--- src/sv/hdlcd_pkg.sv ---
// Shared types, constants and the CRC-16/X.25 byte update for the HDLC deframer.
// No dependencies; every other file imports this package.
package hdlcd_pkg;

	localparam logic [7:0] FLAG_BYTE = 8'h7E;
	localparam logic [7:0] ESC_BYTE = 8'h7D;
	localparam logic [7:0] ESC_XOR = 8'h20;
	localparam logic [15:0] CRC_POLY = 16'h8408;
	localparam logic [15:0] CRC_INIT = 16'hFFFF;

	localparam int HD_QUEUE_DEPTH = 2;

	localparam logic KIND_PAYLOAD = 1'b0;
	localparam logic KIND_VERDICT = 1'b1;

	typedef enum logic [1:0] {
		ST_OK        = 2'd0,
		ST_CRC_ERROR = 2'd1,
		ST_TOO_SHORT = 2'd2
	} status_t;

	typedef struct packed {
		logic        verdict;
		logic        short_frame;
		logic [7:0]  data;
		logic [15:0] recv;
	} cmd_t;

	function automatic logic [15:0] crc_fold(input logic [15:0] crc, input logic [7:0] b);
		logic [15:0] c;
		c = crc ^ {8'h00, b};
		for (int k = 0; k < 8; k++) begin
			c = c[0] ? ((c >> 1) ^ CRC_POLY) : (c >> 1);
		end
		return c;
	endfunction

endpackage

--- src/sv/hdlcd_front.sv ---
// Front end: frame tracking, unstuffing and the two-byte hold; issues commands.
// Depends on hdlcd_pkg.
module hdlcd_front import hdlcd_pkg::*; (
	input  logic       clk,
	input  logic       arst_n,
	input  logic       accept,
	input  logic [7:0] rx_byte,
	output logic       cmd_valid,
	output cmd_t       cmd
);

	logic       in_frame_q;
	logic       esc_q;
	logic       nonempty_q;
	logic [1:0] cnt_q;
	logic [7:0] h0_q;
	logic [7:0] h1_q;

	logic       is_flag;
	logic       do_push;
	logic [7:0] push_val;

	assign is_flag = (rx_byte == FLAG_BYTE);

	always_comb begin
		do_push  = 1'b0;
		push_val = rx_byte;
		priority if (is_flag || !in_frame_q) begin
			do_push = 1'b0;
		end else if (esc_q) begin
			do_push  = 1'b1;
			push_val = rx_byte ^ ESC_XOR;
		end else if (rx_byte == ESC_BYTE) begin
			do_push = 1'b0;
		end else begin
			do_push = 1'b1;
		end
	end

	always_comb begin
		cmd_valid       = 1'b0;
		cmd.verdict     = KIND_VERDICT;
		cmd.short_frame = (cnt_q != 2'd2);
		cmd.data        = h0_q;
		cmd.recv        = {h1_q, h0_q};
		if (accept) begin
			if (is_flag) begin
				cmd_valid = in_frame_q && nonempty_q;
			end else if (do_push && cnt_q == 2'd2) begin
				cmd_valid   = 1'b1;
				cmd.verdict = KIND_PAYLOAD;
			end
		end
	end

	always_ff @(posedge clk or negedge arst_n) begin
		if (!arst_n) begin
			in_frame_q <= 1'b0;
			esc_q      <= 1'b0;
			nonempty_q <= 1'b0;
			cnt_q      <= 2'd0;
		end else if (accept) begin
			if (is_flag) begin
				in_frame_q <= 1'b1;
				esc_q      <= 1'b0;
				nonempty_q <= 1'b0;
				cnt_q      <= 2'd0;
			end else if (in_frame_q) begin
				if (esc_q) begin
					esc_q <= 1'b0;
				end else if (rx_byte == ESC_BYTE) begin
					esc_q <= 1'b1;
				end
				if (do_push) begin
					nonempty_q <= 1'b1;
					if (cnt_q != 2'd2) begin
						cnt_q <= cnt_q + 2'd1;
					end
				end
			end
		end
	end

	always_ff @(posedge clk) begin
		if (accept && do_push) begin
			unique case (cnt_q)
				2'd0: h0_q <= push_val;
				2'd1: h1_q <= push_val;
				default: begin
					h0_q <= h1_q;
					h1_q <= push_val;
				end
			endcase
		end
	end

endmodule

--- src/sv/hdlcd_queue.sv ---
// Short command queue between the front end and the back end.
// Depends on hdlcd_pkg for the command type.
module hdlcd_queue import hdlcd_pkg::*; #(
	parameter int DEPTH = HD_QUEUE_DEPTH
) (
	input  logic clk,
	input  logic arst_n,
	input  logic push,
	input  cmd_t push_cmd,
	output logic full,
	input  logic pop,
	output logic head_valid,
	output cmd_t head_cmd
);

	localparam int PTR_W = $clog2(DEPTH);
	localparam int CNT_W = $clog2(DEPTH + 1);

	cmd_t             mem_q [DEPTH];
	logic [PTR_W-1:0] wr_ptr_q;
	logic [PTR_W-1:0] rd_ptr_q;
	logic [CNT_W-1:0] cnt_q;
	logic             do_push;
	logic             do_pop;

	assign full       = (cnt_q == CNT_W'(DEPTH));
	assign head_valid = (cnt_q != '0);
	assign head_cmd   = mem_q[rd_ptr_q];
	assign do_push    = push && !full;
	assign do_pop     = pop && head_valid;

	always_ff @(posedge clk or negedge arst_n) begin
		if (!arst_n) begin
			wr_ptr_q <= '0;
			rd_ptr_q <= '0;
			cnt_q    <= '0;
		end else begin
			if (do_push) begin
				wr_ptr_q <= (wr_ptr_q == PTR_W'(DEPTH - 1)) ? '0 : wr_ptr_q + PTR_W'(1);
			end
			if (do_pop) begin
				rd_ptr_q <= (rd_ptr_q == PTR_W'(DEPTH - 1)) ? '0 : rd_ptr_q + PTR_W'(1);
			end
			if (do_push && !do_pop) begin
				cnt_q <= cnt_q + CNT_W'(1);
			end else if (do_pop && !do_push) begin
				cnt_q <= cnt_q - CNT_W'(1);
			end
		end
	end

	always_ff @(posedge clk) begin
		if (do_push) begin
			mem_q[wr_ptr_q] <= push_cmd;
		end
	end

endmodule

--- src/sv/hdlcd_back.sv ---
// Back end: running CRC, verdict and the result output register.
// Depends on hdlcd_pkg.
module hdlcd_back import hdlcd_pkg::*; (
	input  logic       clk,
	input  logic       arst_n,
	input  logic       head_valid,
	input  cmd_t       head_cmd,
	output logic       pop,
	output logic       res_valid,
	input  logic       res_stall,
	output logic       kind,
	output logic [7:0] data_byte,
	output logic [1:0] status,
	output logic       last
);

	logic [15:0] crc_q;
	logic        valid_q;
	logic        kind_q;
	logic [7:0]  data_q;
	status_t     status_q;
	status_t     verdict;

	assign pop = head_valid && (!valid_q || !res_stall);

	always_comb begin
		priority if (head_cmd.short_frame) begin
			verdict = ST_TOO_SHORT;
		end else if (head_cmd.recv == ~crc_q) begin
			verdict = ST_OK;
		end else begin
			verdict = ST_CRC_ERROR;
		end
	end

	always_ff @(posedge clk or negedge arst_n) begin
		if (!arst_n) begin
			valid_q <= 1'b0;
			crc_q   <= CRC_INIT;
		end else begin
			if (pop) begin
				valid_q <= 1'b1;
				crc_q   <= head_cmd.verdict ? CRC_INIT : crc_fold(crc_q, head_cmd.data);
			end else if (!res_stall) begin
				valid_q <= 1'b0;
			end
		end
	end

	always_ff @(posedge clk) begin
		if (pop) begin
			kind_q   <= head_cmd.verdict;
			data_q   <= head_cmd.verdict ? 8'h00 : head_cmd.data;
			status_q <= head_cmd.verdict ? verdict : ST_OK;
		end
	end

	assign res_valid = valid_q;
	assign kind      = kind_q;
	assign data_byte = data_q;
	assign status    = status_q;
	assign last      = kind_q;

endmodule

--- src/sv/hdlc_deframer_crc_check_core.sv ---
// HDLC deframer with CRC-16/X.25 check: front end, command queue, back end.
// Each command is written into the command queue, then popped into the registered result output.
// Throughput: one line byte per cycle; rx_stall rises only once the command queue
// is full because the result side is stalled.
// Reset (arst_n, asynchronous): out of frame, queue and output empty, CRC at 0xFFFF.
// Depends on hdlcd_pkg, hdlcd_front, hdlcd_queue and hdlcd_back.
module hdlc_deframer_crc_check_core import hdlcd_pkg::*; #(
	parameter int QUEUE_DEPTH = HD_QUEUE_DEPTH
) (
	input  logic       clk,
	input  logic       arst_n,
	input  logic       rx_valid,
	output logic       rx_stall,
	input  logic [7:0] rx_byte,
	output logic       res_valid,
	input  logic       res_stall,
	output logic       kind,
	output logic [7:0] data_byte,
	output logic [1:0] status,
	output logic       last
);

	logic accept;
	logic cmd_valid;
	cmd_t cmd;
	logic full;
	logic pop;
	logic head_valid;
	cmd_t head_cmd;

	assign rx_stall = full;
	assign accept   = rx_valid && !full;

	hdlcd_front u_front (
		.clk       (clk),
		.arst_n    (arst_n),
		.accept    (accept),
		.rx_byte   (rx_byte),
		.cmd_valid (cmd_valid),
		.cmd       (cmd)
	);

	hdlcd_queue #(
		.DEPTH (QUEUE_DEPTH)
	) u_queue (
		.clk        (clk),
		.arst_n     (arst_n),
		.push       (cmd_valid),
		.push_cmd   (cmd),
		.full       (full),
		.pop        (pop),
		.head_valid (head_valid),
		.head_cmd   (head_cmd)
	);

	hdlcd_back u_back (
		.clk        (clk),
		.arst_n     (arst_n),
		.head_valid (head_valid),
		.head_cmd   (head_cmd),
		.pop        (pop),
		.res_valid  (res_valid),
		.res_stall  (res_stall),
		.kind       (kind),
		.data_byte  (data_byte),
		.status     (status),
		.last       (last)
	);

endmodule

--- config.mk ---
export PLATFORM = sky130hd
export DESIGN_NAME = hdlc_deframer_crc_check_core
export DESIGN_NICKNAME = d
export VERILOG_FILES = /design/src/sv/hdlcd_pkg.sv /design/src/sv/hdlcd_front.sv /design/src/sv/hdlcd_queue.sv /design/src/sv/hdlcd_back.sv /design/src/sv/hdlc_deframer_crc_check_core.sv
export SDC_FILE = /design/constraint.sdc
export NUM_CORES = 1
export LEC_CHECK = 0
export BUFFER_PORTS_ARGS = -buffer_cell sky130_fd_sc_hd__buf_2
export CAP_MARGIN = 15
export CORE_MARGIN = 2
export CORE_UTILIZATION = 40
export DETAILED_ROUTE_END_ITERATION = 7
export SYNTH_ARGS = -nofsm -noshare
export SYNTH_HDL_FRONTEND = slang
export SYNTH_HIERARCHICAL = 1
export SYNTH_SLANG_ARGS = --single-unit
--- constraint.sdc ---
create_clock -name clk -period 3.7 [get_ports clk]
set_input_delay 0.37 -clock clk [delete_from_list [all_inputs] [get_ports clk]]
set_output_delay 0.37 -clock clk [all_outputs]
set_load 0.005 [all_outputs]
==> metrics, run 1 <==
Final Setup Violations 0; CP arrival 2540 ps; crit path time final 2320 ps; DRT Pass-1 Iters 6; GPL Wtd Cong 0.823; fin util 0.455; max cap viols 0; storage element area 0.00304 mm^2; asr flop ratio synth 0.248; mean post-synth cell area 15.6 um^2; Syn Nets 322; row count 39; Routed Wire Length 7.62 mm; Placed Area 0.00495 mm^2; Clock Path Buffers 2; worst path required time 3920 ps; worst hold slack 69.3 ps; Starting Density 0.414; IR drop worst, VDD 0.000299 V; detailed-route DRC error count 1; register area share after synthesis 0.638; CP max FO 27; layout cells sized above 1 0.330; Synth Cell Area 0.00477 mm^2; Cell variety after synth 47; CTS tree done; Worst Setup Start Kind register; slew margin rel. 0.345; critical path class reg -> reg; Final Power 4.34 mW; worst skew pair latency 340 ps; Yosys warnings 6; CTS Buf Count 9; Hold Buf Count CTS 0; largest area contributor in the netlist edfxtp_1; violations in the final reports DRC; Leak Pwr 1.93 nW; RSZ-0062 raised after global routing false; crit share post-route 0.628; Final Slew Violations 0; Antenna Violating Nets Remaining 0; io pins 26; core area 0.0115 mm^2; all-layer global routing usage 0.126; most frequent cells in the layout edfxtp_1, xor2_1, buf_2; Synth Instances 306; Ant. Diodes 0; routed len/inst 16.0 um; final hold violation count 0; HPWL after DPL 5.20 mm; Post-synth top flop edfxtp_1; worst min path class in -> async; post-CTS resize count 0; number of global-route vias before repair 2306; CTS H-Tree Depth 3; nets 344; Die Span Y 113 um; flip-flop and latch count after synthesis 105; Via density 4.89; first-pass GRT wire length 12.1 mm; Via Count 2329; Achievable Freq 430 MHz; status complete, but fails checks; synth top area cells edfxtp_1, dfstp_2, mux2_4; largest net degree at the start of global routing 32; Clk Tree Root Cell clkbuf_16; drt initial violations 119; total gr overflow 0; Power Dens Cells 829 mW/mm^2; port buffer count 25; clock skew 8.94 ps; Die W 113 um; Layout Area Growth over Synthesis 9.92%; setup TNS 0 ps; clock sink count 105; clock slew seen by the registers of the worst setup and hold paths 70 ps; fillers 1037; antenna violations before repair 0; area of the multi-input gates 0.00155 mm^2; most common cell after layout, fill and taps aside edfxtp_1; Post-synth EDFFs 79; Setup Buffers After CTS 0; die area 0.0128 mm^2; Critical Path End Type register; Slew @ Worst Pin 980 ps; Synth top area share 0.498; final instance area 0.00524 mm^2
path summary, 6_finish.rpt:
check / start / to / slack [ps] / cells after the start
min in group clk: rx_byte[7] / u_front/h1_q[7]$_DFFE_PP_ / 240 / 1
worst min register to register: u_front/h1_q[5]$_DFFE_PP_ / u_queue/mem_q[1][13]$_DFFE_PP_ / 480 / 0
max in group asynchronous: arst_n / u_back/res_valid$_DFFE_PN0P_ / 3180 / 1
worst max register to register: u_queue/rd_ptr_q$_DFFE_PN0P_ / u_back/crc_q[8]$_DFFE_PN1P_ / 1380 / 4
worst min-delay path: arst_n / u_front/esc_q$_DFFE_PN0P_ / 70 / 1
worst max-delay path: u_queue/rd_ptr_q$_DFFE_PN0P_ / u_back/crc_q[8]$_DFFE_PN1P_ / 1380 / 4
routing by layer:
layer,track usage,part of all wire,up-vias
li1,-,-,1139
met1,0.168,0.48,1143
met2,0.200,0.47,42
met3,0.0343,0.038,5
met4,0.0472,0.0096,0
met5,0,0,-
synthesized netlist by cell type, types with 2 or more instances:
master      n
nand2b_1    3
a21o_1      3
nor2b_1     9
buf_6       2
a21oi_1    16
edfxtp_1   79
mux2_4     19
inv_1       7
dfstp_2    16
buf_2       3
xnor2_1    12
nor4_1      2
dfrtp_1    10
xnor2_2     8
o2111ai_1   2
nand4_1     4
o22a_1      4
ha_1        4
nor2_1     17
mux2_2     15
buf_12      2
xor2_1     26
buf_4      10
nand2_1     6
mux2i_1     2
o21ai_1     4
flip-flops by register name, indices dropped and copies added, names as in the netlist:
name and flops:
u_queue/cnt_q 2, u_front/esc_q 1, u_front/nonempty_q 1, u_back/data_byte 8
u_front/cnt_q 2, u_queue/mem_q 52, u_back/kind 1, u_back/crc_q 16
u_front/in_frame_q 1, u_front/h0_q 8, u_front/h1_q 8, u_queue/wr_ptr_q 1
u_back/res_valid 1, u_back/status 2, u_queue/rd_ptr_q 1
through the flow:
stage,setup WS (ps),std cells
after CTS,1370,476
after global routing,1290,476
after floorplan,913,306
after global placement,1460,460
after detailed placement,1390,460
final,1380,476
critical path: stages, from the launching register on:
cell and delay, ps:
dfrtp_1 320, buf_4 390, mux2_2 520, nor2b_1 800, a21oi_1 170
where the power goes:
group | total, mW | switching (mW) | internal [mW]
Combinational | 1.54 | 0.788 | 0.751
Clock | 0.909 | 0.439 | 0.471
Sequential | 1.89 | 0.179 | 1.72
layout make-up:
type	count	share of cell area
Sequential cell	105	0.581
Multi-Input combinational cell	176	0.295
Inverter	7	0.00501
Clock inverter	7	0.0122
Tap cell	143	0.0341
Timing Repair Buffer	29	0.0296
Clock buffer	9	0.0430
cell families (layout without fill, tap and decap cells):
kind of cell	count (synthesis)	in the layout	synth area share
mux	36	36	0.0995
compound gates	36	36	0.0496
flops	105	105	0.638
fa+ha+maj	4	4	0.0105
simple gates	54	54	0.0667
xor+xnor	46	46	0.0971
buf+inv	25	52	0.0383
Power figures use the tool's default switching activity.
==> inputs of run 2 (changes only) <==
- clock period: 3.7 -> 1.95 ns (I/O delays scaled with it)
==> metrics, run 2 (synthesis gave the netlist of run 1 again) <==
clock share of power 0.190 (was 0.209); Die Span Y 113 um (unchanged); CP max FO 8 (was 27); CP arrival 2160 ps (was 2540 ps); logic gate share of total power 0.405 (was 0.354); io pins 26 (unchanged); Achievable Freq 485 MHz (was 430 MHz); Via density 4.76 (was 4.89); switch share 0.318 (was 0.324); max FFs per register 52 (unchanged); CP Launch Point u_queue/rd_ptr_q$_DFFE_PN0P_ (unchanged); port buffer count 25 (unchanged); worst skew pair latency 350 ps (was 340 ps); worst hold slack 83.1 ps (was 69.3 ps); Starting Density 0.414 (unchanged); number of global-route vias before repair 2519 (was 2306); Final Non-Filler Cells 514 (was 476); layout cells sized above 1 0.445 (was 0.330); post-placement cell count 488 (was 460); final instance area 0.00572 mm^2 (was 0.00524 mm^2); Clock Path Buffers 2 (unchanged); worst min path class in -> reg (was in -> async); worst path required time 2050 ps (was 3920 ps); Routed Wire Length 8.16 mm (was 7.62 mm); clock skew 8.07 ps (was 8.94 ps); CTS tree done (unchanged); Ant. Diodes 0 (unchanged); setup TNS -112 ps (was 0 ps); Final Slew Violations 0 (unchanged); die area 0.0128 mm^2 (unchanged); Leak Pwr 2.17 nW (was 1.93 nW); first-pass GRT wire length 13.1 mm (was 12.1 mm); RR Startpoint u_queue/rd_ptr_q$_DFFE_PN0P_ (unchanged); Power Dens Cells 1570 mW/mm^2 (was 829 mW/mm^2); Sequential Power Share 0.405 (was 0.436); detailed-route DRC error count 1 (unchanged); reg2reg setup slack -110 ps (was 1380 ps); Antenna Violating Nets Remaining 0 (unchanged); r2r worst-path depth 8 (was 4); crit path time final 2060 ps (was 2320 ps); most frequent cells in the layout edfxtp_1, buf_4, buf_2, xor2_1, mux2_4 (was edfxtp_1, xor2_1, buf_2); max cap viols 0 (unchanged); clock sink count 105 (unchanged); reg2reg end u_back/status[0]$_SDFFCE_PP0P_ (was u_back/crc_q[8]$_DFFE_PN1P_); drt initial violations 77 (was 119); Sw Pwr 2.85 mW (was 1.41 mW); Largest Register u_queue/mem_q (unchanged); antenna violations before repair 0 (unchanged); DRT Pass-1 Iters 6 (unchanged); critical path class reg -> reg (unchanged); IR drop worst, VDD 0.000663 V (was 0.000299 V); Placed Area 0.00521 mm^2 (was 0.00495 mm^2); Hold Path Depth 2; CTS Buf Count 9 (unchanged); Worst Setup EP u_back/status[0]$_SDFFCE_PP0P_ (was u_back/crc_q[8]$_DFFE_PN1P_); row count 39 (unchanged); Final Setup Violations 1 (was 0); final setup margin -112 ps (was 1380 ps); GPL Wtd Cong 0.838 (was 0.823); Die W 113 um (unchanged); nets 382 (was 344); Layout Area Growth over Synthesis 20.0% (was 9.92%); P_int 6.11 mW (was 2.94 mW); Via Count 2448 (was 2329); total gr overflow 0 (unchanged); status complete, but fails checks (unchanged); most common cell after layout, fill and taps aside edfxtp_1 (unchanged); final hold violation count 0 (unchanged); CTS H-Tree Depth 3 (unchanged); crit share post-route 1.06 (was 0.628); core area 0.0115 mm^2 (unchanged); RSZ-0062 raised after global routing true (was false); slew margin rel. 0.548 (was 0.345); Critical Path End Type register (unchanged); Clk Tree Root Cell clkbuf_16 (unchanged); Largest regs u_queue/mem_q: 52 flops, u_back/crc_q: 16 flops (unchanged); HPWL after DPL 5.65 mm (was 5.20 mm); largest net degree at the start of global routing 30 (was 32); Worst Setup Start Kind register (unchanged); violations in the final reports DRC, setup timing (was DRC); routed len/inst 15.9 um (was 16.0 um); Slew @ Worst Pin 677 ps (was 980 ps); all-layer global routing usage 0.136 (was 0.126); clock slew seen by the registers of the worst setup and hold paths 70 ps (about the same)
## run 2: layout make-up
type	count	area (um^2)
fill	992	5800
sequential	105	3040
multi-input combinational	176	1680
timing repair buffer	67	513
clock buffer	10	229
tap	143	179
clock inverter	6	52.6
inverter	7	26.3
## run 2: power groups by stage
stage                     logic, mW  clock network [mW]  registers, mW
after floorplan                2.55                   0           3.56
after global placement         3.25                   0           3.63
after detailed placement       3.31                   0           3.65
after CTS                      3.34                1.76           3.60
after global routing           3.97                1.83           3.71
final                          3.63                1.70           3.63
## run 2: what timing repair did
action	4_1_cts	5_1_grt
gates resized for setup	5	22
pin swaps	1	21
endpoints found under the hold margin	10	0
hold buffers	1	0
buffers inserted	0	8
cloned	0	1
setup endpoints to repair	14	10
## run 2: routing by layer
metal	routed length [um]	part of all wire	GRT usage
met5	0	0	0
met4	79	0.0097	0.0366
met3	253	0.031	0.0450
met2	4070	0.50	0.226
met1	3750	0.46	0.173
## run 2: critical path: stages, from the launching register on
cell and delay [ps]:
dfrtp_2 460, buf_12 160, buf_4 130, mux2_4 290
xor2_1 130, nand4_1 170, nor4_4 270, buf_4 150
nor3b_2 30
## run 2: through the flow
step	utilization	power (mW)	worst slack (ps)
after floorplan	-	6.10	-27.8
after global placement	0.452	6.88	-104
after detailed placement	0.452	6.95	-120
after CTS	0.479	8.70	-63.5
after global routing	0.497	9.51	-213
final	0.497	8.96	-112
## run 2: worst min path at each step
stage                     startpoint                             end  slack [ps]
after floorplan               arst_n    u_back/res_valid$_DFFE_PN0P_        -100
after global placement        arst_n  u_front/in_frame_q$_DFFE_PN0P_         280
after detailed placement      arst_n  u_front/in_frame_q$_DFFE_PN0P_         260
after CTS                  res_stall    u_back/res_valid$_DFFE_PN0P_          70
after global routing       res_stall    u_back/res_valid$_DFFE_PN0P_          80
final                      res_stall    u_back/res_valid$_DFFE_PN0P_          80
